$ cat src/hdl/lrsfg_pkg.sv
// Shared types and constants for the LED ring segment frame generator.
// No dependencies.
`timescale 1ns / 1ps

package lrsfg_pkg;

   localparam int START_BYTES = 4;
   localparam int END_BYTES   = 6;

   localparam logic [7:0] HEADER_BASE    = 8'hE0;
   localparam logic [7:0] END_BYTE       = 8'hFF;
   localparam logic [7:0] COLOR_ON_BYTE  = 8'd255;
   localparam logic [7:0] COLOR_OFF_BYTE = 8'h00;
   localparam logic [7:0] START_BYTE     = 8'h00;

   localparam int CSR_INDEX_W = 2;
   localparam int CSR_DATA_W  = 7;

   typedef enum logic [CSR_INDEX_W-1:0] {
      CSR_BRIGHTNESS = 2'd0,
      CSR_GROUPS     = 2'd1,
      CSR_START      = 2'd2,
      CSR_LENGTH     = 2'd3
   } csr_index_type;

   typedef enum logic [1:0] {
      KIND_START  = 2'd0,
      KIND_HEADER = 2'd1,
      KIND_COLOR  = 2'd2,
      KIND_END    = 2'd3
   } byte_kind_type;

   typedef enum logic [3:0] {
      SEQ_LOAD   = 4'b0001,
      SEQ_REDUCE = 4'b0010,
      SEQ_SWEEP  = 4'b0100,
      SEQ_READY  = 4'b1000
   } seq_state_type;

endpackage

$ cat src/hdl/led_ring_segment_frame_generator.sv
// Top level of the LED ring segment frame generator: lit map sequencer,
// byte position counter and output pipeline. Uses lrsfg_pkg and lrsfg_ram.
//
// Channel   Dir  Ports                                   Payload
// req       in   req_tvalid/req_tready/req_tdata          bit 0 restart
// rsp       out  rsp_tvalid/rsp_tready/rsp_tdata/tlast    frame byte, last-of-frame
// csr       in   csr_valid/csr_ready/csr_index/csr_data   register write
//
// One byte per cycle sustained while rsp does not stall and no lit map rebuild
// runs. A request is accepted with the lit map read into stage s1, then the byte
// is built into the output register. The lit map RAM (one bit per LED) is rebuilt
// after reset and after every csr transfer, through the load, reduce and sweep
// states, during which req_tready is low. csr_ready is always high.
// A stall on rsp holds the output and backs up through the pipeline to req.
`timescale 1ns / 1ps

module led_ring_segment_frame_generator
   import lrsfg_pkg::*;
#(
   parameter int LED_COUNT  = 72,
   parameter int MAX_GROUPS = 4
) (
   input  logic                   clock,
   input  logic                   reset,
   input  logic                   req_tvalid,
   output logic                   req_tready,
   input  logic [7:0]             req_tdata,   // [0] restart
   output logic                   rsp_tvalid,
   input  logic                   rsp_tready,
   output logic [7:0]             rsp_tdata,   // [7:0] frame_byte
   output logic                   rsp_tlast,   // frame_last
   input  logic                   csr_valid,
   output logic                   csr_ready,
   input  logic [CSR_INDEX_W-1:0] csr_index,
   input  logic [CSR_DATA_W-1:0]  csr_data
);

   localparam int FrameBytes = START_BYTES + 4 * LED_COUNT + END_BYTES;
   localparam int LedEnd     = START_BYTES + 4 * LED_COUNT;
   localparam int PosW       = $clog2(FrameBytes);
   localparam int LedW       = $clog2(LED_COUNT);
   localparam int CntW       = $clog2(LED_COUNT + 1);
   localparam int SumW       = CntW + 1;
   localparam int GrpW       = $clog2(MAX_GROUPS + 1);

   // ---------------- configuration registers
   logic [4:0] bright_ff, bright_in;
   logic [2:0] groups_ff, groups_in;
   logic [6:0] start_ff,  start_in;
   logic [6:0] length_ff, length_in;
   logic       csr_xfer;

   assign csr_ready = 1'b1;
   assign csr_xfer  = csr_valid && csr_ready;

   always_comb begin
      bright_in = bright_ff;
      groups_in = groups_ff;
      start_in  = start_ff;
      length_in = length_ff;
      if (csr_xfer) begin
         unique case (csr_index_type'(csr_index))
            CSR_BRIGHTNESS: bright_in = csr_data[4:0];
            CSR_GROUPS:     groups_in = csr_data[2:0];
            CSR_START:      start_in  = csr_data;
            CSR_LENGTH:     length_in = csr_data;
            default:        bright_in = bright_ff;
         endcase
      end
   end

   always_ff @(posedge clock) begin
      if (reset) begin
         bright_ff <= '0;
         groups_ff <= '0;
         start_ff  <= '0;
         length_ff <= 7'd36;
      end else begin
         bright_ff <= bright_in;
         groups_ff <= groups_in;
         start_ff  <= start_in;
         length_ff <= length_in;
      end
   end

   // ---------------- group tables
   logic [CntW-1:0] offset_tbl [MAX_GROUPS+1][MAX_GROUPS];
   logic [CntW-1:0] maxlen_tbl [MAX_GROUPS+1];

   for (genvar g = 0; g <= MAX_GROUPS; g++) begin : g_tbl
      if (g == 0) begin : g_zero
         assign maxlen_tbl[g] = '0;
         for (genvar j = 0; j < MAX_GROUPS; j++) begin : g_off
            assign offset_tbl[g][j] = '0;
         end
      end else begin : g_some
         localparam int MaxLen = LED_COUNT / g;
         assign maxlen_tbl[g] = CntW'(MaxLen);
         for (genvar j = 0; j < MAX_GROUPS; j++) begin : g_off
            localparam int Offset = (j * LED_COUNT) / g;
            assign offset_tbl[g][j] = (j < g) ? CntW'(Offset) : '0;
         end
      end
   end

   // ---------------- lit map sequencer
   seq_state_type   seq_ff, seq_in;
   logic [6:0]      start_mod_ff, start_mod_in;
   logic [LedW-1:0] led_idx_ff, led_idx_in;
   logic            map_wr;
   logic            start_big;

   assign start_big = ({1'b0, start_mod_ff} >= 8'(LED_COUNT));

   always_comb begin
      seq_in       = seq_ff;
      start_mod_in = start_mod_ff;
      led_idx_in   = led_idx_ff;
      map_wr       = 1'b0;
      unique case (seq_ff)
         SEQ_LOAD: begin
            start_mod_in = start_ff;
            seq_in       = SEQ_REDUCE;
         end
         SEQ_REDUCE: begin
            if (start_big) begin
               start_mod_in = start_mod_ff - 7'(LED_COUNT);
            end else begin
               led_idx_in = '0;
               seq_in     = SEQ_SWEEP;
            end
         end
         SEQ_SWEEP: begin
            map_wr     = 1'b1;
            led_idx_in = led_idx_ff + 1'b1;
            if (led_idx_ff == LedW'(LED_COUNT - 1)) begin
               seq_in = SEQ_READY;
            end
         end
         SEQ_READY: begin
            seq_in = SEQ_READY;
         end
         default: begin
            seq_in = SEQ_LOAD;
         end
      endcase
      if (csr_xfer) begin
         seq_in = SEQ_LOAD;
      end
   end

   always_ff @(posedge clock) begin
      if (reset) begin
         seq_ff       <= SEQ_LOAD;
         start_mod_ff <= '0;
         led_idx_ff   <= '0;
      end else begin
         seq_ff       <= seq_in;
         start_mod_ff <= start_mod_in;
         led_idx_ff   <= led_idx_in;
      end
   end

   // lit test of one LED against every group
   logic [GrpW-1:0]       grp_eff;
   logic [CntW-1:0]       len_eff;
   logic [MAX_GROUPS-1:0] hit;
   logic                  lit;

   assign grp_eff = (4'(groups_ff) > 4'(MAX_GROUPS)) ? GrpW'(MAX_GROUPS)
                                                     : GrpW'(groups_ff);

   always_comb begin
      if (length_ff == '0) begin
         len_eff = CntW'(1);
      end else if ({1'b0, length_ff} > 8'(maxlen_tbl[grp_eff])) begin
         len_eff = maxlen_tbl[grp_eff];
      end else begin
         len_eff = CntW'(length_ff);
      end
   end

   for (genvar j = 0; j < MAX_GROUPS; j++) begin : g_lane
      logic [SumW-1:0] base_sum, base, diff, rel;
      assign base_sum = SumW'(start_mod_ff) + SumW'(offset_tbl[grp_eff][j]);
      assign base     = (base_sum >= SumW'(LED_COUNT)) ? base_sum - SumW'(LED_COUNT)
                                                       : base_sum;
      assign diff     = SumW'(led_idx_ff) + SumW'(LED_COUNT) - base;
      assign rel      = (diff >= SumW'(LED_COUNT)) ? diff - SumW'(LED_COUNT) : diff;
      assign hit[j]   = (GrpW'(j) < grp_eff) && (rel < SumW'(len_eff));
   end

   assign lit = (grp_eff == '0) || (|hit);

   // ---------------- output pipeline
   logic            s1_valid_ff, s1_valid_in;
   byte_kind_type   s1_kind_ff;
   logic [4:0]      s1_bright_ff;
   logic            s1_last_ff;
   logic            rsp_valid_ff, rsp_valid_in;
   logic [7:0]      rsp_byte_ff;
   logic            rsp_last_ff;
   logic            out_ready, s1_ready, req_xfer;
   logic [PosW-1:0] pos_ff, pos_in, pos_cur, q;
   byte_kind_type   kind_cur;
   logic            last_cur;
   logic            map_rd_data;
   logic [7:0]      s1_byte;

   assign out_ready  = !rsp_valid_ff || rsp_tready;
   assign s1_ready   = !s1_valid_ff || out_ready;
   assign req_tready = s1_ready && (seq_ff == SEQ_READY);
   assign req_xfer   = req_tvalid && req_tready;

   assign pos_cur = req_tdata[0] ? '0 : pos_ff;
   assign q       = pos_cur - PosW'(START_BYTES);

   always_comb begin
      last_cur = 1'b0;
      if (pos_cur < PosW'(START_BYTES)) begin
         kind_cur = KIND_START;
      end else if (pos_cur < PosW'(LedEnd)) begin
         kind_cur = (q[1:0] == 2'b00) ? KIND_HEADER : KIND_COLOR;
      end else begin
         kind_cur = KIND_END;
         last_cur = (pos_cur == PosW'(FrameBytes - 1));
      end
   end

   assign pos_in = !req_xfer ? pos_ff
                 : (pos_cur == PosW'(FrameBytes - 1)) ? '0 : pos_cur + 1'b1;

   lrsfg_ram #(
      .WIDTH (1),
      .DEPTH (LED_COUNT)
   ) u_lit_map (
      .clock   (clock),
      .wr_en   (map_wr),
      .wr_addr (led_idx_ff),
      .wr_data (lit),
      .rd_en   (req_xfer),
      .rd_addr (q[LedW+1:2]),
      .rd_data (map_rd_data)
   );

   assign s1_valid_in  = req_xfer || (s1_valid_ff && !out_ready);
   assign rsp_valid_in = (s1_valid_ff && out_ready) || (rsp_valid_ff && !rsp_tready);

   always_comb begin
      unique case (s1_kind_ff)
         KIND_START:  s1_byte = START_BYTE;
         KIND_HEADER: s1_byte = HEADER_BASE | {3'b000, s1_bright_ff};
         KIND_COLOR:  s1_byte = map_rd_data ? COLOR_ON_BYTE : COLOR_OFF_BYTE;
         KIND_END:    s1_byte = END_BYTE;
         default:     s1_byte = START_BYTE;
      endcase
   end

   always_ff @(posedge clock) begin
      if (reset) begin
         pos_ff       <= '0;
         s1_valid_ff  <= 1'b0;
         rsp_valid_ff <= 1'b0;
      end else begin
         pos_ff       <= pos_in;
         s1_valid_ff  <= s1_valid_in;
         rsp_valid_ff <= rsp_valid_in;
      end
   end

   always_ff @(posedge clock) begin
      if (req_xfer) begin
         s1_kind_ff   <= kind_cur;
         s1_bright_ff <= bright_ff;
         s1_last_ff   <= last_cur;
      end
      if (s1_valid_ff && out_ready) begin
         rsp_byte_ff <= s1_byte;
         rsp_last_ff <= s1_last_ff;
      end
   end

   assign rsp_tvalid = rsp_valid_ff;
   assign rsp_tdata  = rsp_byte_ff;
   assign rsp_tlast  = rsp_last_ff;

endmodule

$ cat src/hdl/lrsfg_ram.sv
// Generic single-port-write, single-port-read RAM with registered read data.
// No dependencies.
`timescale 1ns / 1ps

module lrsfg_ram #(
   parameter int WIDTH = 1,
   parameter int DEPTH = 72
) (
   input  logic                     clock,
   input  logic                     wr_en,
   input  logic [$clog2(DEPTH)-1:0] wr_addr,
   input  logic [WIDTH-1:0]         wr_data,
   input  logic                     rd_en,
   input  logic [$clog2(DEPTH)-1:0] rd_addr,
   output logic [WIDTH-1:0]         rd_data
);

   logic [WIDTH-1:0] mem_ff [DEPTH];
   logic [WIDTH-1:0] rd_data_ff;

   always_ff @(posedge clock) begin
      if (wr_en) begin
         mem_ff[wr_addr] <= wr_data;
      end
      if (rd_en) begin
         rd_data_ff <= mem_ff[rd_addr];
      end
   end

   assign rd_data = rd_data_ff;

endmodule

$ cat config.mk
export PLATFORM = sky130hd
export DESIGN_NAME = led_ring_segment_frame_generator
export DESIGN_NICKNAME = d
export VERILOG_FILES = /design/src/hdl/lrsfg_pkg.sv /design/src/hdl/led_ring_segment_frame_generator.sv /design/src/hdl/lrsfg_ram.sv
export SDC_FILE = /design/constraint.sdc
export NUM_CORES = 1
export LEC_CHECK = 0
export BUFFER_PORTS_ARGS = -buffer_cell sky130_fd_sc_hd__buf_4
export CAP_MARGIN = 20
export CORE_AREA = 4 4 184 186
export CTS_BUF_LIST = sky130_fd_sc_hd__clkbuf_8
export CTS_CLUSTER_SIZE = 24
export DETAILED_ROUTE_END_ITERATION = 7
export DIE_AREA = 0 0 188 190
export HOLD_SLACK_MARGIN = 0.03
export SYNTH_ARGS = -nofsm -noshare
export SYNTH_HDL_FRONTEND = slang
export SYNTH_HIERARCHICAL = 1
export SYNTH_SLANG_ARGS = --single-unit
$ cat constraint.sdc
create_clock -name clock -period 9.6 [get_ports clock]
set_input_delay 1.44 -clock clock [delete_from_list [all_inputs] [get_ports clock]]
set_output_delay 1.44 -clock clock [all_outputs]
set_load 0.02 [all_outputs]
==> qor.csv <==
metric,value,unit
outcome,"complete, no violations",
core-area,0.0323,sq mm
whs,0.428,ns
rsz0062_at_grt,false,
postCtsSetupRepairBufs,0,
synth_compound_gate_area_share,13.4,%
synth_fa_ha_area_share,11.4,%
maxClockFrequency,135,MHz
diodes,0,
critPathKind,flop to flop,
fin_ws,2.19,ns
regArea,0.00366,sq mm
synth.avg_cell_area,9.66,sq um
reg2reg_to,u_lit_map/mem_ff[45]$_DFFE_PP_,
avgViaCountPerCell,4.92,
tritoncts,built,
rows,66,
multi_input_area,0.00559,sq mm
clk_latency,0.43,ns
grt_max_degree,73,
grt_pass1_vias,7244,
min_from,s1_last_ff$_SDFFCE_PP0P_,
ys_ff_latch,139,
final_cell_area,0.0106,sq mm
synth_common_cells,"nor2_1 (167), edfxtp_1 (88), ha_1 (81)",
ff2ff_path_depth,28,
hpwl,15800,microns
synth-edff-count,88,
fp.dieW,188,microns
power_density,142,mW/mm^2
yosysWarningCount,6,
postSynth.asyncResetShare,0,%
die-area,0.0357,sq mm
cts_buffer_depth,2,
synth_top_area_share,27.5,%
dr.first_iter.drc_count,424,
ys_seq_area_share,38.1,%
grt_pass1_wl,36500,microns
antenna_found_initial,0,
fin_util,32.9,%
cts_root_buf,clkbuf_8,
initial_utilization,29.8,%
hold_viol,0,
placed_area,0.0102,sq mm
synth_top_family_by_area,simple AND/OR/NAND/NOR gates,
crit_slowest_cell,buf_4,
syn-num-nets,1102,
area_growth_syn_to_layout,10.7,%
hold_end,rsp_tlast$_DFFE_PP_,
grt_usage,12.3,%
wire_per_inst,14.8,microns
final_nets,1120,
synth_area_leader_cell,edfxtp_1,
dieHeight,190,microns
tightest_slew,0.954,ns
cts_buffers,17,
min_delay_path_depth,0,
synth_xor_xnor_area_share,5.35,%
cts.sinks,139,
peakVddDrop,0.0745,mV
holdCritPathClass,flop to flop,
dp_slack,2.26,ns
period_minus_slack,7.41,ns
worstReg2RegStart,groups_ff[2]$_SDFFE_PP0P_,
syn_inst,995,
skew,0.0162,ns
antenna_left,0,
drv_slew,0,
finalCritPeriodShare,77.2,%
ctsHoldBuffers,0,
met3RoutedLength,790,microns
slew-limit-headroom,36.2,%
routed.top_layer,met4,
cap_violations,0,
m1WireLength,10100,microns
vias,7229,
critical_path.most_common_cell,xnor2_1,
setup_tns,0,ns
wl_met2,10500,microns
synth_mux_area_share,8.22,%
setup_violations,0,
critPathMaxFanout,72,
required,9.74,ns
r2r_slack,2.19,ns
yosysUniqueCellTypes,81,
gp_congestion,0.836,
routed_wl,21800,microns
io_pins,34,
drc,0,
htreeDepth,4,
ctsResizeCount,0,
dr.pass1.iters,6,
n_fill_cell,3306,
cp-end-kind,flop,
drive_above_1_share,9.45,%
critPathMaxStageDelay,0.53,ns
clkTransAtPathRegs,0.08,ns
yosys.area_share.simple,19.7,%
p_leak,4.20,nW
synth_area_leaders,"edfxtp_1 (27%), dfxtp_1 (11%), ha_1 (11%)",
post-synth-top-count-cell,nor2_1,
start_kind,flop,
arrival,7.55,ns
syn_area,0.00961,sq mm
yosys_most_used_dff,edfxtp_1,
io_buffers,25,
grt.overflow.total,0,
-- how the worst max path moves through the flow --
stage | from | end | slack [ns] | depth (start not counted)
floorplan | groups_ff[2]$_SDFFE_PP0P_ | u_lit_map/mem_ff[0]$_DFFE_PP_ | 2.71 | 27
detailed placement | groups_ff[2]$_SDFFE_PP0P_ | u_lit_map/mem_ff[58]$_DFFE_PP_ | 2.26 | 29
finish | groups_ff[2]$_SDFFE_PP0P_ | u_lit_map/mem_ff[45]$_DFFE_PP_ | 2.19 | 28
global placement | groups_ff[2]$_SDFFE_PP0P_ | u_lit_map/mem_ff[48]$_DFFE_PP_ | 2.34 | 29
CTS | groups_ff[2]$_SDFFE_PP0P_ | u_lit_map/mem_ff[67]$_DFFE_PP_ | 2.21 | 29
global route | groups_ff[2]$_SDFFE_PP0P_ | u_lit_map/mem_ff[37]$_DFFE_PP_ | 1.52 | 28
-- area by class of cell --
type                    count  area share, %
repair buffers             28           1.98
flip-flops and latches    139           34.4
clock buffers              19           2.46
inverters                  48           1.69
clock inverters            13           1.67
multi-input cells         779           52.6
well taps                 442           5.20
-- power breakdown --
part / switching (W) / internal (W)
Sequential: 0.00000896 / 0.000651
Clock: 0.000218 / 0.000296
Combinational: 0.000190 / 0.000152
-- critical path, delay by kind of cell, from the launching register on --
kind / cells / cell delay [ns]
buffers and inverters: 3 / 0.92
AO/OA/AOI/OAI: 10 / 2.20
adder cells (fa/ha/maj): 4 / 1.10
AND/OR/NAND/NOR: 6 / 1.28
XOR/XNOR: 5 / 1.06
flip-flops: 1 / 0.50
-- registers in the layout, indices dropped and copies added, names as in the netlist, 2 cells and up --
name,flops
start_ff,7
rsp_tdata,6
seq_ff,4
u_lit_map/mem_ff,72
length_ff,7
start_mod_ff,7
groups_ff,3
pos_ff,9
led_idx_ff,7
s1_bright_ff,5
s1_kind_ff,2
bright_ff,5
-- per-stage QoR --
step                      total power, W  cells
after detailed placement         0.00101   1436
after CTS                        0.00153   1468
final                            0.00152   1468
after global placement           0.00100   1436
after floorplan                 0.000940    995
after global routing             0.00161   1468
-- cell families after synthesis --
logic type      count (synthesis)
compound gates                188
other cells                     1
flops                         139
mux                            58
simple gates                  390
buf+inv                        77
fa+ha+maj                      85
xor+xnor                       57
-- cell usage in the layout, fill, tap and decap left out, drive strengths merged, types with 5 or more instances in the layout --
cell type and instances:
or2 13, o2111ai 5, edfxtp 88, xnor2 34, mux2i 41, nand3 20
a2111oi 7, or3 6, nand2b 18, o21a 7, dfxtp 51, o21ai 35
a22oi 6, clkinv 6, a21oi 58, nor4 5, inv 51, a31oi 8
and2 6, nor2 167, and3 10, xor2 22, clkbuf 19, nand3b 13
a21o 17, buf 28, nand2 58, nor3b 6, ha 81, nor3 24
mux4 15, a211oi 6, o21bai 9, a211o 5, nor2b 29
-- per-layer routing --
metal,global-route usage [%],vias to the layer above
met5,0,-
met4,3.75,0
met3,1.87,15
met2,21.2,130
met1,16.1,3448
li1,-,3636
(Power assumes the default switching activity.)
